[src/hdl/substring_char_translate_assert.svh]
// Assertion macros shared by the translator RTL.
`ifndef SUBSTRING_CHAR_TRANSLATE_ASSERT_SVH
`define SUBSTRING_CHAR_TRANSLATE_ASSERT_SVH

// Same-cycle implication, clocked on clock, off during reset.
`define STC_ASSERT_NOW(label, ante, cons, msg) \
   label: assert property (@(posedge clock) disable iff (reset) (ante) |-> (cons)) \
      else $error(msg);

// Next-cycle implication, clocked on clock, off during reset.
`define STC_ASSERT_NEXT(label, ante, cons, msg) \
   label: assert property (@(posedge clock) disable iff (reset) (ante) |=> (cons)) \
      else $error(msg);

`endif

[src/hdl/stc_pkg.sv]
// Types and constants of the windowed byte translator.
package stc_pkg;

   typedef logic [2:0] csr_index_type;

   localparam csr_index_type CSR_WINDOW_START  = 3'd0;
   localparam csr_index_type CSR_WINDOW_LENGTH = 3'd1;
   localparam csr_index_type CSR_SOURCE_LENGTH = 3'd2;
   localparam csr_index_type CSR_PAD_BYTE      = 3'd3;
   localparam csr_index_type CSR_IN_MAP_LEN    = 3'd4;
   localparam csr_index_type CSR_OUT_MAP_LEN   = 3'd5;

   localparam logic [7:0] PAD_BYTE_RESET = 8'd32;

   typedef struct packed {
      logic       mode;
      logic [5:0] map_index;
      logic [7:0] in_map_byte;
      logic [7:0] out_map_byte;
      logic [7:0] data_byte;
      logic       last_of_string;
   } req_word_type;

   typedef struct packed {
      logic [16:0] window_start;
      logic [16:0] window_length;
      logic [15:0] source_length;
   } win_cfg_type;

   typedef struct packed {
      logic        empty;
      logic [15:0] first;
      logic [15:0] last_pos;
   } window_type;

   typedef struct packed {
      logic [6:0] in_map_len;
      logic [6:0] out_map_len;
      logic [7:0] pad_byte;
   } cell_cfg_type;

   typedef struct packed {
      logic       is_load;
      logic [5:0] map_index;
      logic [7:0] in_map_byte;
      logic [7:0] out_map_byte;
      logic [7:0] data_byte;
      logic [7:0] result;
      logic       kept;
      logic       last_kept;
      logic       status;
      logic       found;
   } item_type;

endpackage

[src/hdl/stc_front.sv]
// Front stage: byte position counter, window resolution and window test.
module stc_front #(
   parameter int POS_WIDTH = 16
) (
   input  logic                 clock,
   input  logic                 reset,
   input  logic                 advance,
   input  logic                 take,
   input  stc_pkg::req_word_type word,
   input  stc_pkg::win_cfg_type  cfg,
   output logic                 out_valid,
   output stc_pkg::item_type     out_item
);
   import stc_pkg::*;

   localparam int CMP_WIDTH = (POS_WIDTH > 16) ? POS_WIDTH : 16;

   logic [POS_WIDTH-1:0] pos_ff, pos_in;
   logic [POS_WIDTH-1:0] hold_pos_ff;
   logic                 hold_valid_ff, hold_valid_in;
   req_word_type         word_ff;
   window_type           win_ff, win_in;

   logic signed [18:0] start_s, len_s, src_s, begin_s, len0_s, end_raw_s, end_s, first_s;
   logic               start_pos, start_zero, len_zero;
   logic [CMP_WIDTH-1:0] p_cmp, first_cmp, last_cmp;
   logic                 bad, in_win;

   // Position counter: clear after the last byte, saturate at all ones.
   always_comb begin
      pos_in = pos_ff;
      if (take && word.mode) begin
         if (word.last_of_string) begin
            pos_in = '0;
         end else if (!(&pos_ff)) begin
            pos_in = pos_ff + 1'b1;
         end
      end
   end

   assign hold_valid_in = advance ? take : hold_valid_ff;

   always_ff @(posedge clock) begin
      if (reset) begin
         pos_ff        <= '0;
         hold_valid_ff <= 1'b0;
      end else begin
         pos_ff        <= pos_in;
         hold_valid_ff <= hold_valid_in;
      end
   end

   always_ff @(posedge clock) begin
      if (advance) begin
         word_ff     <= word;
         hold_pos_ff <= pos_ff;
      end
      win_ff <= win_in;
   end

   // Resolve the window into first byte and last byte, clipped to the source.
   always_comb begin
      start_s    = {{2{cfg.window_start[16]}}, cfg.window_start};
      len_s      = {{2{cfg.window_length[16]}}, cfg.window_length};
      src_s      = {3'b000, cfg.source_length};
      start_zero = (cfg.window_start == '0);
      start_pos  = !cfg.window_start[16] && !start_zero;
      len_zero   = (cfg.window_length == '0);

      if (start_zero) begin
         begin_s = '0;
      end else if (start_pos) begin
         begin_s = start_s - 19'sd1;
      end else begin
         begin_s = src_s + start_s;
      end

      len0_s    = len_zero ? src_s : len_s;
      end_raw_s = begin_s + len0_s;

      if (begin_s < 0 && len_zero) begin
         end_s = src_s;
      end else if (end_raw_s > src_s) begin
         end_s = src_s;
      end else begin
         end_s = end_raw_s;
      end

      first_s = (begin_s < 0) ? 19'sd0 : begin_s;

      win_in.empty    = (end_s <= first_s);
      win_in.first    = first_s[15:0];
      win_in.last_pos = 16'(end_s - 19'sd1);
   end

   // Window test on the held word.
   always_comb begin
      p_cmp     = CMP_WIDTH'(hold_pos_ff);
      first_cmp = CMP_WIDTH'(win_ff.first);
      last_cmp  = CMP_WIDTH'(win_ff.last_pos);
      bad       = cfg.window_length[16];
      in_win    = !win_ff.empty && (p_cmp >= first_cmp) && (p_cmp <= last_cmp);

      out_item.is_load      = !word_ff.mode;
      out_item.map_index    = word_ff.map_index;
      out_item.in_map_byte  = word_ff.in_map_byte;
      out_item.out_map_byte = word_ff.out_map_byte;
      out_item.data_byte    = word_ff.data_byte;
      out_item.kept         = word_ff.mode && !bad && in_win;
      out_item.last_kept    = out_item.kept && (p_cmp == last_cmp);
      out_item.status       = word_ff.mode && bad;
      out_item.result       = out_item.kept ? word_ff.data_byte : 8'd0;
      out_item.found        = 1'b0;
   end

   assign out_valid = hold_valid_ff;

endmodule

[config.mk]
export PLATFORM = sky130hd
export DESIGN_NAME = stc_front
export DESIGN_NICKNAME = d
export VERILOG_FILES = /design/src/hdl/substring_char_translate_assert.svh /design/src/hdl/stc_pkg.sv /design/src/hdl/stc_front.sv
export SDC_FILE = /design/constraint.sdc
export NUM_CORES = 1
export LEC_CHECK = 0
export BUFFER_PORTS_ARGS = -buffer_cell sky130_fd_sc_hd__buf_4
export CORE_UTILIZATION = 40
export CTS_BUF_LIST = sky130_fd_sc_hd__clkbuf_16
export CTS_CLUSTER_DIAMETER = 60
export CTS_CLUSTER_SIZE = 28
export DETAILED_ROUTE_END_ITERATION = 8
export GPL_TIMING_DRIVEN = 0
export MAX_ROUTING_LAYER = met4
export PLACE_DENSITY_LB_ADDON = 0.12
export SLEW_MARGIN = 20
export SYNTH_ARGS = -nofsm -noshare
export SYNTH_HDL_FRONTEND = slang
export SYNTH_SLANG_ARGS = --single-unit
[constraint.sdc]
create_clock -name clock -period 11.5 [get_ports clock]
set_input_delay 1.15 -clock clock [delete_from_list [all_inputs] [get_ports clock]]
set_output_delay 1.15 -clock clock [all_outputs]
set_load 0.05 [all_outputs]
==> results.tsv, run 1 <==
stage	metric	value	unit
drt	Antenna Nets Post-Route	0	
clocking	H-tree Lvls	3	
drt	DRT Wirelength	20100	microns
final_layout	# diodes	0	
place	placed insts	1258	
final_layout	layout cells sized above 1	21.0	%
floorplan	Die Y	142	microns
synth	Seq/Total Area, Yosys	30.8	%
final_layout	P&R area growth vs syn	20.9	%
timing	Hold Vio Cnt, Final	0	
floorplan	core area	19000	sq um
critical_path	Top cell by count, worst path	a21oi_1	
clocking	clk root buf	clkbuf_16	
critical_path	Worst setup EP type	register	
synth	Net Count, Synth	1065	
floorplan	row count	50	
critical_path	Worst Path Required	11780	ps
synth	Post-Synth XOR/XNOR Area	7.36	%
outcome	run status	finished clean	
synth	cell taking the most area after synthesis	edfxtp_1	
job	max_cap viols	0	
global_routing	total congestion overflow	0	
clocking	Worst-path clk slew	60	ps
critical_path	CP max-delay cell	nor4_1	
place	Port Buffers	125	
critical_path	peak fanout along the critical path	10	
timing	Worst-Margin Slew	1010	ps
drt	Iteration-0 DRC Markers	372	
synth	post-synthesis cell type count	73	
timing	Final min period	10520	ps
clocking	Hold-fix buffers, CTS	0	
synth	Post-Synthesis Cells	873	
place	GP Congestion	0.904	
critical_path	crit path DAT	10790	ps
synth	post-synthesis adder-cell area fraction	17.1	%
synth	Yosys top cell area share	18.0	%
timing	FMAX	0.0951	GHz
worst_hold_path	Hold Path Class	register to register	
power_and_ir_drop	Final Power	0.00164	W
synth	largest family of logic cells by synthesized area	simple AND/OR/NAND/NOR gates	
clocking	Sink Count	97	
global_routing	number of global-route vias before repair	6298	
synth	Compound-Gate Fraction of Synth Area	15.2	%
critical_path	startpoint types	input pin	
clocking	Bufs on Longest Clock Path	2	
drt	DR DRC count	0	
clocking	cts repair resizes	0	
power_and_ir_drop	Pwr Density	173	nW/um^2
final_layout	Final nets	1201	
timing	RSZ-0062 raised after global routing	false	
clocking	clk_lat worst skew	340	ps
final_layout	Finished Core Util	50.0	%
floorplan	Initial Utilization	41.3	%
critical_path	critical path class	input pin to register	
place	HPWL Detailed	16800	microns
power_and_ir_drop	P_leak	4.38	nW
timing	Final Max Slew Viols	0	
final_layout	Storage cell area	2410	sq um
clocking	CTS tree	built	
drt	DR WL/cell	15.8	microns
timing	final number of setup-violating endpoints	0	
drt	vias	6508	
synth	Syn Area/Cell	8.98	sq um
synth	Most used DFF post-synth	dfxtp_1	
synth	Synth Area in Simple Gates	18.4	%
synth	Yosys warnings	0	
synth	Synth area leaders	edfxtp_1 (18%), ha_1 (17%), dfxtp_1 (13%)	
synth	EDFF count, synth	47	
timing	clk_skew	4.39	ps
timing	setup_tns	0	ps
synth	mapped cell area	7840	sq um
clocking	number of CTS-inserted buffers	9	
global_routing	antenna violations before repair	0	
synth	Synth async-reset ratio	0	%
final_layout	final non-filler cell total	1274	
global_routing	GRT Overall Usage	21.4	%
global_routing	pin count of the biggest net entering global routing	49	
drt	drt pass-1 iters	5	
synth	#FFs+latches synth	97	
timing	Rel. slew slack	32.6	%
drt	vias per cell	5.11	
floorplan	die area	20200	sq um
floorplan	I/O pins	130	
floorplan	Chip Width	142	microns
synth	post-synthesis mux area share	3.51	%
clocking	Post-CTS Setup Inserts	0	
final_layout	multi-input logic area	4830	sq um
critical_path	Worst path max stage delay	500	ps
global_routing	first-pass GRT wire length	32400	microns
timing	Tcrit/Tclk final	91.4	%
power_and_ir_drop	Max IR drop VDD	75.4	uV
final_layout	# fillers	1878	
==> cells by family (layout without fill, tap and decap cells) <==
group | after synthesis | after routing
AO/OA/AOI/OAI | 180 | 180
other | 1 | 1
buffers and inverters | 122 | 263
AND/OR/NAND/NOR | 277 | 277
flip-flops | 97 | 97
XOR/XNOR | 65 | 65
multiplexers | 25 | 25
adder cells (fa/ha/maj) | 106 | 106
==> critical path: cells and delay by family <==
family          cells  cell delay, ps
buf+inv             5            1280
mux                 1             260
compound gates     17            3530
simple gates       17            2910
fa+ha+maj           4            1330
xor+xnor            2             310
==> where the power goes <==
group / internal (W) / switching [W]
Sequential: 0.000416 / 0.0000143
Clock: 0.000235 / 0.000125
Combinational: 0.000367 / 0.000482
Total: 0.00102 / 0.000621
==> per-layer routing <==
| metal | global-route usage (%) | up-vias | wire (microns) |
|---|---|---|---|
| li1 | - | 3340 | - |
| met1 | 28.8 | 2972 | 9760 |
| met2 | 33.5 | 172 | 8880 |
| met3 | 3.13 | 24 | 1080 |
| met4 | 5.77 | 0 | 384 |
| met5 | - | - | 0 |
==> flip-flops by register name (all words and copies together), names as in the netlist <==
| register | cells |
|---|---|
| first_cmp | 16 |
| out_item | 30 |
| out_valid | 1 |
| hold_pos_ff | 16 |
| last_cmp | 16 |
| win_ff | 1 |
| pos_ff | 16 |
| word_ff | 1 |
==> layout by cell type, fill, tap and decap left out, types with 3 or more instances in the layout <==
cell type,count
bufinv_16,4
nand3_1,22
a31oi_1,5
nor2_1,65
o21a_1,14
inv_1,76
dfxtp_1,50
and3_1,9
o21ai_0,31
nand4_1,15
clkbuf_1,9
nor4_1,12
nand2b_1,11
xnor2_1,36
edfxtp_1,47
and2_1,5
ha_1,104
a21oi_1,57
a21o_1,38
o211ai_1,3
nand2_1,69
buf_4,157
nor2b_1,14
or2_1,3
xor2_1,28
or3_1,9
or2_2,3
mux2_2,12
clkbuf_16,9
nor3_1,21
o21ai_1,3
mux2i_1,11
a211oi_1,5
and4_1,4
==> layout make-up <==
| class | count | share of cell area (%) |
|---|---|---|
| Buffer | 46 | 3.33 |
| Clock buffer | 9 | 2.38 |
| Clock inverter | 7 | 1.49 |
| Inverter | 76 | 3.01 |
| Multi-Input combinational cell | 654 | 51.0 |
| Sequential cell | 97 | 25.5 |
| Tap cell | 260 | 3.43 |
| Timing Repair Buffer | 125 | 9.90 |
==> synthesized netlist by cell type, types with 2 or more instances <==
| library cell | count |
|---|---|
| o221ai_1 | 2 |
| or2_1 | 3 |
| nand3_1 | 22 |
| mux2_4 | 2 |
| nor3_1 | 21 |
| nand2b_1 | 11 |
| o21a_1 | 14 |
| a31oi_1 | 5 |
| and3_1 | 9 |
| nor4_1 | 12 |
| dfxtp_1 | 50 |
| and4_1 | 4 |
| o311a_1 | 2 |
| buf_4 | 32 |
| o2111ai_1 | 2 |
| buf_2 | 2 |
| fa_1 | 2 |
| o21ai_1 | 3 |
| nand4_1 | 15 |
| xnor2_1 | 36 |
| or3_1 | 9 |
| o211ai_1 | 3 |
| nor3b_2 | 2 |
| or2_2 | 3 |
| nor2_1 | 65 |
| clkbuf_1 | 9 |
| a21oi_1 | 57 |
| nor2b_1 | 14 |
| and2_1 | 5 |
| edfxtp_1 | 47 |
| nand2_1 | 69 |
| and4bb_1 | 2 |
| a21o_1 | 38 |
| ha_1 | 104 |
| mux2_2 | 12 |
| inv_1 | 76 |
| a211oi_1 | 5 |
| mux2i_1 | 11 |
| nor2_2 | 2 |
| xor2_1 | 28 |
| o21ai_0 | 31 |
==> path summary, 6_finish.rpt <==
| path | slack [ps] | cells after the start | startpoint | end |
|---|---|---|---|---|
| setup / recovery | 980 | 46 | cfg[34] | win_ff[32] |
| hold / removal | 480 | 0 | pos_ff[15] | hold_pos_ff[15] |
| setup reg to reg | 8940 | 10 | pos_ff[6] | pos_ff[13] |
| hold reg to reg | 480 | 0 | pos_ff[15] | hold_pos_ff[15] |
==> through the flow <==
| stage | area [sq um] | hold WS, ps | worst slack [ps] |
|---|---|---|---|
| finish | 9480 | 478 | 985 |
| global placement | 9100 | 443 | 905 |
| CTS | 9470 | 471 | 1140 |
| global route | 9480 | 492 | 197 |
| floorplan | 7840 | 431 | 2840 |
| detailed placement | 9100 | 456 | 803 |
(Power assumes the default switching activity.)
==> run 2, diff against run 1 <==
- CTS_BUF_LIST: sky130_fd_sc_hd__clkbuf_16 -> sky130_fd_sc_hd__clkbuf_8
==> run 2 against run 1 <==
Against the previous run: combinational power hardly changed; worst setup slack gained 15 ps; total power down 4.6%; register-to-register slack about the same; critical path depth unchanged; critical path type unchanged; critical endpoint unchanged.
==> results.tsv, run 2 (synthesis results as in run 1) <==
stage	metric	value	unit	change
outcome	run status	finished clean		unchanged
place	GP Congestion	0.904		unchanged
floorplan	Initial Utilization	41.3	%	unchanged
drt	vias per cell	5.14		was 5.11
global_routing	antenna violations before repair	0		unchanged
timing	FMAX	0.0952	GHz	was 0.0951 GHz
power_and_ir_drop	Pwr Density	167	nW/um^2	was 173 nW/um^2
clocking	H-tree Lvls	3		unchanged
critical_path	startpoint types	input pin		unchanged
clocking	Sink Count	97		unchanged
critical_path	CP Capture Point	win_ff[32]		unchanged
timing	Worst-Margin Slew	1030	ps	was 1010 ps
place	placed insts	1258		unchanged
clocking	number of CTS-inserted buffers	9		unchanged
drt	drt pass-1 iters	5		unchanged
final_layout	Storage cell area	2410	sq um	unchanged
drt	DRT Wirelength	20100	microns	about the same
timing	Final min period	10500	ps	was 10520 ps
timing	clk_skew	8.24	ps	was 4.39 ps
final_layout	final non-filler cell total	1274		unchanged
global_routing	first-pass GRT wire length	32400	microns	about the same
final_layout	# fillers	1888		was 1878
final_layout	design area	9370	sq um	was 9480 sq um
critical_path	peak fanout along the critical path	10		unchanged
drt	DR WL/cell	15.8	microns	about the same
floorplan	row count	50		unchanged
drt	vias	6546		was 6508
critical_path	CP max-delay cell	nor4_1		unchanged
place	Port Buffers	125		unchanged
place	HPWL Detailed	16800	microns	unchanged
critical_path	Top cell by count, worst path	a21oi_1		unchanged
final_layout	commonest non-fill, non-tap cell in the layout	buf_4		unchanged
critical_path	Worst Setup SP	cfg[34]		unchanged
clocking	Post-CTS Setup Inserts	0		unchanged
place	placed inst area	9100	sq um	unchanged
floorplan	Die Y	142	microns	unchanged
clocking	clk root buf	clkbuf_8		was clkbuf_16
clocking	Hold-fix buffers, CTS	0		unchanged
final_layout	commonest cells after routing, fill and taps aside	buf_4 (157), ha_1 (104), inv_1 (76)		unchanged
clocking	Worst-path clk slew	90	ps	was 60 ps
timing	RSZ-0062 raised after global routing	false		unchanged
clocking	clk_lat worst skew	370	ps	was 340 ps
global_routing	total congestion overflow	0		unchanged
drt	Iteration-0 DRC Markers	355		was 372
timing	Final Max Slew Viols	0		unchanged
floorplan	die area	20200	sq um	unchanged
clocking	cts repair resizes	0		unchanged
global_routing	pin count of the biggest net entering global routing	49		unchanged
drt	DR DRC count	0		unchanged
power_and_ir_drop	Max IR drop VDD	60.7	uV	was 75.4 uV
worst_hold_path	Hold Path Stages	0		unchanged
global_routing	number of global-route vias before repair	6279		was 6298
final_layout	max reg flops	30		unchanged
critical_path	Worst setup EP type	register		unchanged
floorplan	Chip Width	142	microns	unchanged
worst_hold_path	hold_sp	pos_ff[15]		unchanged
timing	Tcrit/Tclk final	91.3	%	was 91.4%
timing	Hold Vio Cnt, Final	0		unchanged
final_layout	P&R area growth vs syn	19.6	%	was 20.9%
critical_path	crit path DAT	10810	ps	was 10790 ps
job	max_cap viols	0		unchanged
timing	setup_tns	0	ps	unchanged
drt	Antenna Nets Post-Route	0		unchanged
global_routing	GRT Overall Usage	21.5	%	was 21.4%
power_and_ir_drop	P_leak	4.33	nW	was 4.38 nW
critical_path	reg-to-reg critical path startpoint	pos_ff[6]		unchanged
critical_path	Reg2Reg Capture Point	pos_ff[13]		unchanged
critical_path	R2R setup slack	8930	ps	was 8940 ps
timing	Rel. slew slack	31.4	%	was 32.6%
timing	Final WS setup	1000	ps	was 985 ps
critical_path	Worst path max stage delay	510	ps	was 500 ps
critical_path	Worst Path Required	11810	ps	was 11780 ps
clocking	Bufs on Longest Clock Path	2		unchanged
final_layout	layout cells sized above 1	21.0	%	unchanged
final_layout	Final nets	1201		unchanged
power_and_ir_drop	Final Power	0.00156	W	was 0.00164 W
final_layout	multi-input logic area	4830	sq um	unchanged
floorplan	core area	19000	sq um	unchanged
place	Setup WS pre-CTS	803	ps	unchanged
critical_path	critical path class	input pin to register		unchanged
floorplan	I/O pins	130		unchanged
clocking	CTS tree	built		unchanged
critical_path	worst r2r path cells	10		unchanged
timing	final number of setup-violating endpoints	0		unchanged
final_layout	# diodes	0		unchanged
worst_hold_path	Hold Path Class	register to register		unchanged
run 2: power breakdown:
part / total [W] / switching (W) / internal [W]
sequential: 0.000430 / 0.0000143 / 0.000416
combinational: 0.000849 / 0.000482 / 0.000367
clock: 0.000284 / 0.000117 / 0.000167
run 2: how the worst min path moves through the flow:
stage	to	slack, ps
after floorplan	hold_pos_ff[15]	430
after global placement	hold_pos_ff[15]	440
after detailed placement	hold_pos_ff[15]	460
after CTS	hold_pos_ff[15]	480
after global routing	hold_pos_ff[15]	500
final	hold_pos_ff[15]	480
run 2: stage by stage:
step	hold slack (ps)	util, %
6_report	481	49.5
5_1_grt	503	49.5
4_1_cts	478	49.4
3_5_place_dp	456	48.0
3_3_place_gp	443	48.0
2_1_floorplan	431	-
run 2: final cells by class:
class / count / area share, %
Timing Repair Buffer: 125 / 10.0
Clock inverter: 7 / 1.51
Clock buffer: 9 / 1.32
Tap cell: 260 / 3.47
Sequential cell: 97 / 25.7
Multi-Input combinational cell: 654 / 51.5
Buffer: 46 / 3.36
Inverter: 76 / 3.04
run 2: layer usage:
metal / track usage (%) / wire length, microns / up-vias
li1: - / - / 3336
met1: 28.8 / 9800 / 2991
met2: 33.5 / 8890 / 194
met3: 3.84 / 1040 / 25
met4: 5.09 / 367 / 0
met5: - / 0 / -
run 2: worst max-delay path, delay by kind of cell:
kind	cells	cell delay (ps)
compound gates	17	3530
xor+xnor	2	300
fa+ha+maj	4	1330
buf+inv	5	1320
mux	1	260
simple gates	17	2910
