<file path="src/hdl/substring_char_translate_assert.svh">
// Assertion macros shared by the translator RTL.
`ifndef SUBSTRING_CHAR_TRANSLATE_ASSERT_SVH
`define SUBSTRING_CHAR_TRANSLATE_ASSERT_SVH

// Same-cycle implication, clocked on clock, off during reset.
`define STC_ASSERT_NOW(label, ante, cons, msg) \
   label: assert property (@(posedge clock) disable iff (reset) (ante) |-> (cons)) \
      else $error(msg);

// Next-cycle implication, clocked on clock, off during reset.
`define STC_ASSERT_NEXT(label, ante, cons, msg) \
   label: assert property (@(posedge clock) disable iff (reset) (ante) |=> (cons)) \
      else $error(msg);

`endif

</file>
<file path="src/hdl/stc_pkg.sv">
// Types and constants of the windowed byte translator.
package stc_pkg;

   typedef logic [2:0] csr_index_type;

   localparam csr_index_type CSR_WINDOW_START  = 3'd0;
   localparam csr_index_type CSR_WINDOW_LENGTH = 3'd1;
   localparam csr_index_type CSR_SOURCE_LENGTH = 3'd2;
   localparam csr_index_type CSR_PAD_BYTE      = 3'd3;
   localparam csr_index_type CSR_IN_MAP_LEN    = 3'd4;
   localparam csr_index_type CSR_OUT_MAP_LEN   = 3'd5;

   localparam logic [7:0] PAD_BYTE_RESET = 8'd32;

   typedef struct packed {
      logic       mode;
      logic [5:0] map_index;
      logic [7:0] in_map_byte;
      logic [7:0] out_map_byte;
      logic [7:0] data_byte;
      logic       last_of_string;
   } req_word_type;

   typedef struct packed {
      logic [16:0] window_start;
      logic [16:0] window_length;
      logic [15:0] source_length;
   } win_cfg_type;

   typedef struct packed {
      logic        empty;
      logic [15:0] first;
      logic [15:0] last_pos;
   } window_type;

   typedef struct packed {
      logic [6:0] in_map_len;
      logic [6:0] out_map_len;
      logic [7:0] pad_byte;
   } cell_cfg_type;

   typedef struct packed {
      logic       is_load;
      logic [5:0] map_index;
      logic [7:0] in_map_byte;
      logic [7:0] out_map_byte;
      logic [7:0] data_byte;
      logic [7:0] result;
      logic       kept;
      logic       last_kept;
      logic       status;
      logic       found;
   } item_type;

endpackage

</file>
<file path="src/hdl/stc_cell.sv">
// One map cell: holds a match/replace pair and compares the passing word.
module stc_cell #(
   parameter int CELL_ID = 0
) (
   input  logic                 clock,
   input  logic                 reset,
   input  logic                 advance,
   input  logic                 in_valid,
   input  stc_pkg::item_type     in_item,
   input  stc_pkg::cell_cfg_type cfg,
   output logic                 out_valid,
   output stc_pkg::item_type     out_item
);
   import stc_pkg::*;

   localparam logic [8:0] CELL_POS = 9'(CELL_ID);

   logic [7:0] match_ff, replace_ff;
   logic       valid_ff, valid_in;
   item_type   item_ff, item_in;
   logic       hit, load_here;

   always_comb begin
      load_here = advance && in_valid && in_item.is_load &&
                  ({3'b000, in_item.map_index} == CELL_POS);
      hit = in_item.kept && !in_item.found &&
            ({2'b00, cfg.in_map_len} > CELL_POS) && (match_ff == in_item.data_byte);

      item_in       = in_item;
      item_in.found = in_item.found || hit;
      if (hit) begin
         item_in.result = ({2'b00, cfg.out_map_len} > CELL_POS) ? replace_ff : cfg.pad_byte;
      end
   end

   assign valid_in = advance ? in_valid : valid_ff;

   always_ff @(posedge clock) begin
      if (reset) begin
         valid_ff <= 1'b0;
      end else begin
         valid_ff <= valid_in;
      end
   end

   always_ff @(posedge clock) begin
      if (advance) begin
         item_ff <= item_in;
      end
      if (load_here) begin
         match_ff   <= in_item.in_map_byte;
         replace_ff <= in_item.out_map_byte;
      end
   end

   assign out_valid = valid_ff;
   assign out_item  = item_ff;

endmodule
</file>
<file path="config.mk">
export PLATFORM = sky130hd
export DESIGN_NAME = stc_cell
export DESIGN_NICKNAME = d
export VERILOG_FILES = /design/src/hdl/substring_char_translate_assert.svh /design/src/hdl/stc_pkg.sv /design/src/hdl/stc_cell.sv
export SDC_FILE = /design/constraint.sdc
export NUM_CORES = 1
export LEC_CHECK = 0
export ABC_AREA = 1
export BUFFER_PORTS_ARGS = -buffer_cell sky130_fd_sc_hd__buf_4
export CAP_MARGIN = 20
export CORE_AREA = 8 8 82 84
export DETAILED_ROUTE_END_ITERATION = 10
export DIE_AREA = 0 0 90 92
export GPL_TIMING_DRIVEN = 0
export PLACE_DENSITY = 0.87
export SYNTH_ARGS = -nofsm -noshare
export SYNTH_HDL_FRONTEND = slang
export SYNTH_SLANG_ARGS = --single-unit
</file>
<file path="constraint.sdc">
create_clock -name clock -period 2.41 [get_ports clock]
set_input_delay 0.241 -clock clock [delete_from_list [all_inputs] [get_ports clock]]
set_output_delay 0.241 -clock clock [all_outputs]
set_load 0.02 [all_outputs]
</file>
==> flow_results.xml, run 1 <==
<?xml version="1.0" encoding="UTF-8"?>
<metrics>
  <group name="setup_path">
    <metric name="r2r_end" unit="">out_item[4]</metric>
    <metric name="critical_path_arrival" unit="ns">1.88</metric>
    <metric name="critPathSlowestCell" unit="">nor3_2</metric>
    <metric name="worst_setup_path_end_kind" unit="">register</metric>
    <metric name="worstRegToRegCells" unit="">8</metric>
    <metric name="cp_num_buf_inv" unit="">2</metric>
    <metric name="critical_path.top_delay_family" unit="">simple AND/OR/NAND/NOR gates</metric>
    <metric name="start_kind" unit="">input pin</metric>
    <metric name="timing.critical_path.fanout_max" unit="">45</metric>
    <metric name="regToRegStartpoint" unit="">match_ff[6]</metric>
    <metric name="critical_path_class" unit="">in -&gt; reg</metric>
    <metric name="reg2reg_setup_slack" unit="ns">0.98</metric>
    <metric name="crit_path_cells" unit="">buf_4, nand2_1, nor3b_1, nand2_1, nor3_2, buf_6</metric>
    <metric name="worst_path_most_repeated_cell" unit="">nand2_1</metric>
    <metric name="cp.required" unit="ns">2.44</metric>
    <metric name="cp_slowest_stage_delay" unit="ns">0.49</metric>
  </group>
  <group name="synthesis">
    <metric name="synthAdderAreaFrac" unit="%">0</metric>
    <metric name="synth_edf_count" unit="">59</metric>
    <metric name="netlist_top_cells_area" unit="">edfxtp_1 (74%), nand2_1 (13%), inv_1 (3.8%)</metric>
    <metric name="synth.mux.area_fraction" unit="%">0</metric>
    <metric name="synth.yosys.seq_area_share" unit="%">75.1</metric>
    <metric name="synth_top_cell_by_area" unit="">edfxtp_1</metric>
    <metric name="syn-mean-instance-area" unit="µm²">11.7</metric>
    <metric name="postSynthNetCount" unit="">272</metric>
    <metric name="mappedNetlistArea" unit="µm²">2380</metric>
    <metric name="synth_cell_type_count" unit="">14</metric>
    <metric name="yosys.area.top_type_share" unit="%">74.3</metric>
    <metric name="ys.flop_type" unit="">edfxtp_1</metric>
    <metric name="yosys_warnings" unit="">0</metric>
    <metric name="async_flop_share" unit="%">0</metric>
    <metric name="post_synth_xor_area_fraction" unit="%">0</metric>
    <metric name="combinational_family_with_the_most_area_after_synthesis" unit="">simple AND/OR/NAND/NOR gates</metric>
    <metric name="flip_flop_and_latch_count_after_synthesis" unit="">60</metric>
    <metric name="yosysMostFrequentCell" unit="">nand2_1</metric>
    <metric name="synth_compound_area_share" unit="%">0.210</metric>
    <metric name="synthSimpleGateAreaFrac" unit="%">20.6</metric>
    <metric name="synth_cells" unit="">203</metric>
    <metric name="yosys-top-cells-count" unit="">nand2_1 (82), edfxtp_1 (59), inv_1 (24)</metric>
  </group>
  <group name="grt">
    <metric name="wire_length_of_the_first_global_routing_pass" unit="mm">9.37</metric>
    <metric name="track_usage" unit="%">14.4</metric>
    <metric name="grt_antenna_before_repair" unit="">0</metric>
    <metric name="grt_start_max_net_pins" unit="">46</metric>
    <metric name="grt_overflow" unit="">0</metric>
    <metric name="via_count_of_the_first_global_routing_pass" unit="">1943</metric>
  </group>
  <group name="die">
    <metric name="die_y" unit="µm">92</metric>
    <metric name="placementRows" unit="">27</metric>
    <metric name="die_area" unit="µm²">8280</metric>
    <metric name="top_level_ports" unit="">113</metric>
    <metric name="initial_utilization" unit="%">44.1</metric>
    <metric name="die-width" unit="µm">90</metric>
    <metric name="core_area" unit="µm²">5410</metric>
  </group>
  <group name="placement">
    <metric name="globalplace.congestion" unit="">0.856</metric>
    <metric name="numPortBuffers" unit="">112</metric>
    <metric name="dpl_cell_area" unit="µm²">3330</metric>
    <metric name="hpwlAfterDp" unit="mm">4.75</metric>
    <metric name="numPlacedInstances" unit="">388</metric>
  </group>
  <group name="clocking">
    <metric name="post_cts_resize_count" unit="">0</metric>
    <metric name="tritoncts.num_buffers" unit="">9</metric>
    <metric name="cts_root_buf" unit="">clkbuf_8</metric>
    <metric name="cts_post_setup_buffers_inserted" unit="">0</metric>
    <metric name="latest_clock_arrival_within_the_worst_skew_pair" unit="ns">0.32</metric>
    <metric name="cts_tree" unit="">built</metric>
    <metric name="clock_sinks" unit="">60</metric>
    <metric name="worst_setup_hold_path_clk_slew" unit="ns">0.06</metric>
    <metric name="cts_max_path_buffers" unit="">2</metric>
    <metric name="clock_tree.htree_level_count" unit="">3</metric>
    <metric name="cts_hold_repair.buffers" unit="">0</metric>
  </group>
  <group name="min_path">
    <metric name="hold_path_class" unit="">in -&gt; reg</metric>
    <metric name="worstHoldPathCells" unit="">2</metric>
    <metric name="hold_path.startpoint" unit="">reset</metric>
    <metric name="hold_end" unit="">out_valid</metric>
  </group>
  <group name="drt">
    <metric name="route.top_layer_used" unit="">met4</metric>
    <metric name="drt.antenna.violating_nets" unit="">0</metric>
    <metric name="wl_met1" unit="mm">2.12</metric>
    <metric name="routedWlPerCell" unit="µm">14.7</metric>
    <metric name="routed-via-count" unit="">1822</metric>
    <metric name="post_drt_via_cell_ratio" unit="">4.51</metric>
    <metric name="first_iter_violations" unit="">89</metric>
    <metric name="drt_drc_violations_left" unit="">0</metric>
    <metric name="detail_route.wirelength" unit="mm">5.95</metric>
    <metric name="detailedRoute.firstPassIterationCount" unit="">4</metric>
    <metric name="wl_met3" unit="µm">423</metric>
    <metric name="routed-wl-met2" unit="mm">3.23</metric>
  </group>
  <group name="sta">
    <metric name="setup_repair_after_global_routing_missed_its_margin" unit="">false</metric>
    <metric name="fin_crit_sh" unit="%">76.5</metric>
    <metric name="timing_worst_slew_pin_value" unit="ns">0.636</metric>
    <metric name="fmaxAchievable" unit="MHz">542</metric>
    <metric name="setup_violations" unit="">0</metric>
    <metric name="report.final.slew_viol_count" unit="">0</metric>
    <metric name="time_the_final_worst_path_needs_with_i_o_delays_and_setup" unit="ns">1.84</metric>
    <metric name="maxSlewHeadroom" unit="%">57.3</metric>
    <metric name="hold_viol" unit="">0</metric>
    <metric name="fin_skew" unit="ns">0.00605</metric>
  </group>
  <group name="flow_run">
    <metric name="drv.max_cap_violation_count" unit="">0</metric>
  </group>
  <group name="finish">
    <metric name="antenna_diode_count" unit="">0</metric>
    <metric name="instances_no_fill" unit="">404</metric>
    <metric name="layout-drive-gt1-share" unit="%">40.4</metric>
    <metric name="layout.cell_area.non_filler" unit="µm²">3510</metric>
    <metric name="final_net_count" unit="">396</metric>
    <metric name="syn2layout_area_growth" unit="%">47.4</metric>
  </group>
  <group name="run_status">
    <metric name="outcome" unit="">completed</metric>
  </group>
  <group name="power_and_ir_drop">
    <metric name="irDropWorstVdd" unit="µV">541</metric>
    <metric name="power_per_cell_area" unit="nW/µm²">672</metric>
    <metric name="report.power.total" unit="mW">2.36</metric>
    <metric name="leakage" unit="nW">1.64</metric>
  </group>
</metrics>
registers in the layout (all words and copies together) (netlist names):
| name | count |
|---|---|
| out_item | 43 |
| out_valid | 1 |
| match_ff | 8 |
| replace_ff | 8 |
area by class of cell:
| type | instances | area [µm²] |
|---|---|---|
| Timing Repair Buffer | 113 | 852 |
| Multi-Input combinational cell | 117 | 500 |
| Clock buffer | 10 | 128 |
| Tap cell | 72 | 90.1 |
| Clock inverter | 6 | 55.1 |
| Inverter | 26 | 97.6 |
| Fill cell | 439 | 1890 |
| Sequential cell | 60 | 1790 |
layer usage:
| metal | track usage [%] | vias to the layer above |
|---|---|---|
| met3 | 5.05 | 17 |
| met5 | 0 | - |
| li1 | - | 911 |
| met1 | 13.5 | 815 |
| met4 | 10.3 | 0 |
| met2 | 26.0 | 79 |
placed cells by master (no fill, tap or decap), drive strengths merged:
cell      instances
nand2            82
clkinv            4
buf             113
clkinvlp          1
nor3              3
bufinv            1
nor2             19
clkbuf           10
nor3b             1
edfxtp           59
a21oi             1
inv              26
nand3            11
dfxtp             1
power breakdown:
group	switching, mW	internal (mW)	total, mW
combinational	0.157	0.149	0.305
clock	0.366	0.467	0.832
sequential	0.0145	1.21	1.22
total	0.537	1.82	2.36
stage by stage:
| stage | hold WS (ns) | TNS [ns] | setup WS (ns) | utilization (%) |
|---|---|---|---|---|
| floorplan | 0.310 | 0 | 0.348 | - |
| global placement | 0.395 | -12.86 | -0.804 | 61.3 |
| detailed placement | 0.403 | 0 | 0.178 | 61.6 |
| CTS | 0.0496 | 0 | 0.521 | 65.0 |
| global route | 0.0421 | 0 | 0.367 | 65.0 |
| finish | 0.0684 | 0 | 0.566 | 65.0 |
how the worst max path moves through the flow:
| stage | from | to | cells after the start |
|---|---|---|---|
| after floorplan | advance | match_ff[0] | 4 |
| after global placement | advance | replace_ff[4] | 5 |
| after detailed placement | advance | replace_ff[0] | 6 |
| after CTS | advance | replace_ff[6] | 6 |
| after global routing | advance | replace_ff[0] | 6 |
| final | advance | replace_ff[6] | 6 |
cell families (layout without fill, tap and decap cells):
family / after synthesis / count (layout)
AND/OR/NAND/NOR: 116 / 116
AO/OA/AOI/OAI: 1 / 1
flip-flops: 60 / 60
buffers and inverters: 26 / 155
Power figures use the tool's default switching activity.
==> run 2, diff against run 1 <==
Clock period 2.41 ns to 1.9 ns, I/O delays scaled along.
==> flow_results.xml, run 2 (synthesis results as in run 1) <==
<?xml version="1.0" encoding="UTF-8"?>
<metrics>
  <group name="clocking">
    <metric name="worst_setup_hold_path_clk_slew" unit="ns">0.06</metric>
    <metric name="tritoncts.num_buffers" unit="">9</metric>
    <metric name="cts_tree" unit="">built</metric>
    <metric name="cts_root_buf" unit="">clkbuf_8</metric>
    <metric name="clock_sinks" unit="">60</metric>
    <metric name="cts_max_path_buffers" unit="">2</metric>
    <metric name="clock_tree.htree_level_count" unit="">3</metric>
    <metric name="latest_clock_arrival_within_the_worst_skew_pair" unit="ns">0.32</metric>
  </group>
  <group name="drt">
    <metric name="routed-via-count" unit="">1846</metric>
    <metric name="first_iter_violations" unit="">88</metric>
    <metric name="drt_drc_violations_left" unit="">0</metric>
    <metric name="post_drt_via_cell_ratio" unit="">4.56</metric>
    <metric name="detailedRoute.firstPassIterationCount" unit="">4</metric>
    <metric name="drt.antenna.violating_nets" unit="">0</metric>
    <metric name="detail_route.wirelength" unit="mm">6.11</metric>
    <metric name="routedWlPerCell" unit="µm">15.1</metric>
  </group>
  <group name="die">
    <metric name="top_level_ports" unit="">113</metric>
    <metric name="core_area" unit="µm²">5410</metric>
    <metric name="die_y" unit="µm">92</metric>
    <metric name="initial_utilization" unit="%">44.1</metric>
    <metric name="die_area" unit="µm²">8280</metric>
    <metric name="placementRows" unit="">27</metric>
    <metric name="die-width" unit="µm">90</metric>
  </group>
  <group name="grt">
    <metric name="grt_overflow" unit="">0</metric>
    <metric name="wire_length_of_the_first_global_routing_pass" unit="mm">9.41</metric>
    <metric name="grt_start_max_net_pins" unit="">46</metric>
    <metric name="track_usage" unit="%">14.5</metric>
    <metric name="via_count_of_the_first_global_routing_pass" unit="">1959</metric>
    <metric name="grt_antenna_before_repair" unit="">0</metric>
  </group>
  <group name="flow_run">
    <metric name="drv.max_cap_violation_count" unit="">0</metric>
  </group>
  <group name="power_and_ir_drop">
    <metric name="report.power.total" unit="mW">2.87</metric>
    <metric name="leakage" unit="nW">1.64</metric>
    <metric name="power_per_cell_area" unit="nW/µm²">817</metric>
    <metric name="irDropWorstVdd" unit="µV">605</metric>
  </group>
  <group name="setup_path">
    <metric name="crit_path_cells" unit="">buf_6, nand2_1, nor3b_1, nand2_1, nor3_4, buf_6</metric>
    <metric name="critical_path.top_delay_family" unit="">simple AND/OR/NAND/NOR gates</metric>
    <metric name="critical_path_arrival" unit="ns">1.60</metric>
    <metric name="cp.required" unit="ns">1.93</metric>
    <metric name="start_kind" unit="">input pin</metric>
    <metric name="critPathSlowestCell" unit="">nor3_4</metric>
    <metric name="critical_path_class" unit="">in -&gt; reg</metric>
    <metric name="cp_num_buf_inv" unit="">2</metric>
    <metric name="worst_setup_path_end_kind" unit="">register</metric>
    <metric name="cp_slowest_stage_delay" unit="ns">0.38</metric>
    <metric name="timing.critical_path.fanout_max" unit="">45</metric>
  </group>
  <group name="sta">
    <metric name="hold_viol" unit="">0</metric>
    <metric name="setup_repair_after_global_routing_missed_its_margin" unit="">false</metric>
    <metric name="finalSetupTns" unit="ns">0</metric>
    <metric name="time_the_final_worst_path_needs_with_i_o_delays_and_setup" unit="ns">1.57</metric>
    <metric name="setup_violations" unit="">0</metric>
    <metric name="report.final.slew_viol_count" unit="">0</metric>
    <metric name="maxSlewHeadroom" unit="%">68.8</metric>
    <metric name="fin_skew" unit="ns">0.0111</metric>
    <metric name="fmaxAchievable" unit="MHz">637</metric>
    <metric name="fin_crit_sh" unit="%">82.6</metric>
    <metric name="timing_worst_slew_pin_value" unit="ns">0.466</metric>
  </group>
  <group name="finish">
    <metric name="layout.cell_area.non_filler" unit="µm²">3510</metric>
    <metric name="syn2layout_area_growth" unit="%">47.2</metric>
    <metric name="most-common-layout-cells" unit="">buf_4 (111), nand2_1 (82), edfxtp_1 (59), inv_1 (24), nor2_1 (16)</metric>
    <metric name="multi_input_comb_area" unit="µm²">507</metric>
    <metric name="final_net_count" unit="">397</metric>
    <metric name="seqCellArea" unit="µm²">1790</metric>
    <metric name="final.fill_count" unit="">432</metric>
    <metric name="flip_flop_count_of_the_largest_register_all_copies_and_words_added" unit="">43</metric>
    <metric name="antenna_diode_count" unit="">0</metric>
    <metric name="layout.cells.most_common" unit="">buf_4</metric>
    <metric name="layout-drive-gt1-share" unit="%">40.2</metric>
  </group>
  <group name="min_path">
    <metric name="hold_path_class" unit="">in -&gt; reg</metric>
  </group>
  <group name="placement">
    <metric name="numPortBuffers" unit="">112</metric>
    <metric name="hpwlAfterDp" unit="mm">4.83</metric>
    <metric name="dpl_cell_area" unit="µm²">3330</metric>
    <metric name="globalplace.congestion" unit="">0.798</metric>
  </group>
  <group name="run_status">
    <metric name="outcome" unit="">completed</metric>
  </group>
</metrics>
==> run 2: cell count changes in the layout (fill, tap and decap cells not counted) <==
cell,previous run,this run
bufinv_16,1,0
buf_6,1,2
nor3_4,1,2
clkbuf_1,1,0
clkinv_1,2,3
dlygate4sd3_1,0,1
clkinv_2,2,3
buf_4,112,111
nor3_2,1,0
==> run 2: routing by layer <==
metal	up-vias	global-route usage, %	share of wire (%)
li1	916	-	-
met2	72	26.1	55
met3	9	6.03	7.9
met1	849	13.7	35
met5	-	0	0
met4	0	7.77	1.5
==> run 2: stage by stage <==
step / std cells / hold slack [ns] / utilization, % / worst slack [ns]
3_5_place_dp: 388 / 0.354 / 61.6 / -0.361
4_1_cts: 404 / 0.00588 / 64.6 / 0.00352
3_3_place_gp: 387 / 0.344 / 61.4 / -0.563
2_1_floorplan: 203 / 0.259 / - / 0.371
5_1_grt: 405 / 0.0241 / 64.9 / 0.152
6_report: 405 / 0.0420 / 64.9 / 0.330
==> run 2: worst paths after layout <==
kind                             startpoint            end  slack [ns]  cells after the start
worst max-delay path                advance  replace_ff[3]        0.33                      6
worst min-delay path             in_item[2]    out_item[2]        0.04                      1
worst max register to register  match_ff[6]    out_item[7]        0.49                      8
worst min register to register    out_valid      out_valid        0.48                      2
==> run 2: layout make-up <==
cell class	instances	share of cell area, %
Inverter	26	2.78
Clock buffer	9	3.53
Tap cell	72	2.57
Multi-Input combinational cell	117	14.4
Clock inverter	7	0.963
Timing Repair Buffer	114	24.7
Sequential cell	60	51.1
==> run 2: what timing repair did <==
item,4_1_cts,5_1_grt
endpoints found under the setup margin,0,16
gates resized for setup,0,2
buffers inserted,0,0
hold endpoints to repair,0,1
hold buffers,0,1
==> run 2: power by group <==
part	switching [mW]	internal (mW)	total, mW
combinational	0.200	0.191	0.391
sequential	0.0197	1.53	1.55
clock	0.471	0.452	0.922
==> run 2: worst register-to-register path, delay by kind of cell, from the launching register on <==
family                 cells  cell delay [ns]
AND/OR/NAND/NOR            7             0.66
flip-flops                 1             0.41
buffers and inverters      1             0.09
==> run 3, diff against run 2 <==
Clock period 1.9 ns to 1.55 ns, I/O delays scaled along.
==> flow_results.xml, run 3 (synthesis results as in run 1) <==
<?xml version="1.0" encoding="UTF-8"?>
<metrics>
  <group name="grt">
    <metric name="globalRouteMet1Util" unit="%">13.8</metric>
    <metric name="grt-busiest-layer" unit="">met2</metric>
    <metric name="via_count_of_the_first_global_routing_pass" unit="">2006</metric>
    <metric name="track_usage" unit="%">14.8</metric>
    <metric name="grt_use_met3" unit="%">6.11</metric>
    <metric name="wire_length_of_the_first_global_routing_pass" unit="mm">9.62</metric>
    <metric name="gr-usage-met2" unit="%">27.2</metric>
    <metric name="grt_start_max_net_pins" unit="">46</metric>
    <metric name="grt_overflow" unit="">0</metric>
    <metric name="grt_antenna_before_repair" unit="">0</metric>
  </group>
  <group name="setup_path">
    <metric name="start_kind" unit="">input pin</metric>
    <metric name="worst_setup_path_end_kind" unit="">register</metric>
    <metric name="critical_path_arrival" unit="ns">1.47</metric>
    <metric name="critical_path_class" unit="">in -&gt; reg</metric>
    <metric name="cp_slowest_stage_delay" unit="ns">0.34</metric>
    <metric name="crit_path_cells" unit="">buf_6, nand2_1, nor3b_1, nand2_1, nor3_4, buf_4</metric>
    <metric name="cp.required" unit="ns">1.58</metric>
    <metric name="critical_path_depth" unit="">6</metric>
    <metric name="critical_path.top_delay_family" unit="">simple AND/OR/NAND/NOR gates</metric>
    <metric name="timing.critical_path.fanout_max" unit="">45</metric>
    <metric name="critPathSlowestCell" unit="">buf_6</metric>
    <metric name="worstRegToRegCells" unit="">8</metric>
    <metric name="cp_num_buf_inv" unit="">2</metric>
    <metric name="worst_path_most_repeated_cell" unit="">nand2_1</metric>
  </group>
  <group name="clocking">
    <metric name="clock_sinks" unit="">60</metric>
    <metric name="latest_clock_arrival_within_the_worst_skew_pair" unit="ns">0.32</metric>
    <metric name="cts_root_buf" unit="">clkbuf_8</metric>
    <metric name="cts_max_path_buffers" unit="">2</metric>
    <metric name="tritoncts.num_buffers" unit="">9</metric>
    <metric name="worst_setup_hold_path_clk_slew" unit="ns">0.06</metric>
    <metric name="clock_tree.htree_level_count" unit="">3</metric>
    <metric name="cts_tree" unit="">built</metric>
  </group>
  <group name="flow_run">
    <metric name="drv.max_cap_violation_count" unit="">0</metric>
  </group>
  <group name="sta">
    <metric name="fin_hold_ws" unit="ns">0.0207</metric>
    <metric name="hold_viol" unit="">0</metric>
    <metric name="finalSetupTns" unit="ns">0</metric>
    <metric name="timing_worst_slew_pin_value" unit="ns">0.409</metric>
    <metric name="time_the_final_worst_path_needs_with_i_o_delays_and_setup" unit="ns">1.44</metric>
    <metric name="fmaxAchievable" unit="MHz">695</metric>
    <metric name="setup_violations" unit="">0</metric>
    <metric name="fin_crit_sh" unit="%">92.8</metric>
    <metric name="fin_skew" unit="ns">0.0111</metric>
    <metric name="setup_repair_after_global_routing_missed_its_margin" unit="">false</metric>
    <metric name="report.final.slew_viol_count" unit="">0</metric>
    <metric name="maxSlewHeadroom" unit="%">72.7</metric>
  </group>
  <group name="die">
    <metric name="top_level_ports" unit="">113</metric>
    <metric name="placementRows" unit="">27</metric>
    <metric name="die-width" unit="µm">90</metric>
    <metric name="die_area" unit="µm²">8280</metric>
    <metric name="core_area" unit="µm²">5410</metric>
    <metric name="die_y" unit="µm">92</metric>
    <metric name="initial_utilization" unit="%">44.1</metric>
  </group>
  <group name="run_status">
    <metric name="outcome" unit="">completed</metric>
  </group>
  <group name="drt">
    <metric name="first_iter_violations" unit="">96</metric>
    <metric name="post_drt_via_cell_ratio" unit="">4.52</metric>
    <metric name="drt.antenna.violating_nets" unit="">0</metric>
    <metric name="routed-via-count" unit="">1905</metric>
    <metric name="routedWlPerCell" unit="µm">15.1</metric>
    <metric name="detailedRoute.firstPassIterationCount" unit="">4</metric>
    <metric name="drt_drc_violations_left" unit="">0</metric>
    <metric name="detail_route.wirelength" unit="mm">6.34</metric>
  </group>
  <group name="finish">
    <metric name="layout.cell_area.non_filler" unit="µm²">3670</metric>
    <metric name="layout-drive-gt1-share" unit="%">38.7</metric>
    <metric name="multi_input_comb_area" unit="µm²">507</metric>
    <metric name="syn2layout_area_growth" unit="%">53.8</metric>
    <metric name="flip_flop_count_of_the_largest_register_all_copies_and_words_added" unit="">43</metric>
    <metric name="seqCellArea" unit="µm²">1790</metric>
    <metric name="final.fill_count" unit="">415</metric>
    <metric name="final_net_count" unit="">413</metric>
    <metric name="layout.cells.most_common" unit="">buf_4</metric>
    <metric name="antenna_diode_count" unit="">0</metric>
    <metric name="most-common-layout-cells" unit="">buf_4 (112), nand2_1 (82), edfxtp_1 (59), inv_1 (24)</metric>
  </group>
  <group name="placement">
    <metric name="numPortBuffers" unit="">112</metric>
    <metric name="globalplace.congestion" unit="">0.798</metric>
    <metric name="dpl_cell_area" unit="µm²">3330</metric>
    <metric name="hpwlAfterDp" unit="mm">4.83</metric>
  </group>
  <group name="power_and_ir_drop">
    <metric name="leakage" unit="nW">1.71</metric>
    <metric name="irDropWorstVdd" unit="µV">759</metric>
    <metric name="power_per_cell_area" unit="nW/µm²">966</metric>
  </group>
  <group name="min_path">
    <metric name="worstHoldPathCells" unit="">1</metric>
    <metric name="hold_path_class" unit="">in -&gt; reg</metric>
  </group>
</metrics>
==> run 3: per-stage QoR <==
step	cells	total power, mW	util (%)	setup WS, ns
floorplan	203	2.11	-	0.0563
global route	421	3.70	67.8	0.0211
CTS	409	3.56	65.7	0.00368
global placement	387	2.40	61.4	-0.878
detailed placement	388	2.42	61.6	-0.676
finish	421	3.54	67.8	0.112
==> run 3: worst paths after layout <==
| kind | slack, ns | end | start |
|---|---|---|---|
| worst max register to register | 0.14 | out_item[7] | match_ff[6] |
| worst max-delay path | 0.11 | match_ff[5] | advance |
| worst min register to register | 0.48 | out_valid | out_valid |
| worst min-delay path | 0.02 | out_item[40] | in_item[40] |
==> run 3: what timing repair did <==
item                                   in CTS  in global routing
endpoints found under the hold margin       5                 18
buffers inserted                            0                  1
hold buffers                                5                 11
pin swaps                                   0                  1
gates resized for setup                     2                  0
setup endpoints to repair                  16                 16
==> run 3: layer usage <==
layer  vias up  part of all wire (%)
li1        946                     -
met1       880                    35
met2        71                    56
met3         8                   7.2
met4         0                   1.2
met5         -                     0
==> run 3: power breakdown <==
group / switching, mW / total, mW / internal [mW]
logic: 0.253 / 0.511 / 0.259
registers: 0.0243 / 1.90 / 1.88
clock network: 0.573 / 1.13 / 0.554
==> run 3: cell type report <==
type                            count  share of cell area (%)
Sequential cell                    60                    48.9
Timing Repair Buffer              130                    27.9
Multi-Input combinational cell    117                    13.8
Clock buffer                        9                    3.38
Inverter                           26                    2.66
Tap cell                           72                    2.46
Clock inverter                      7                   0.921
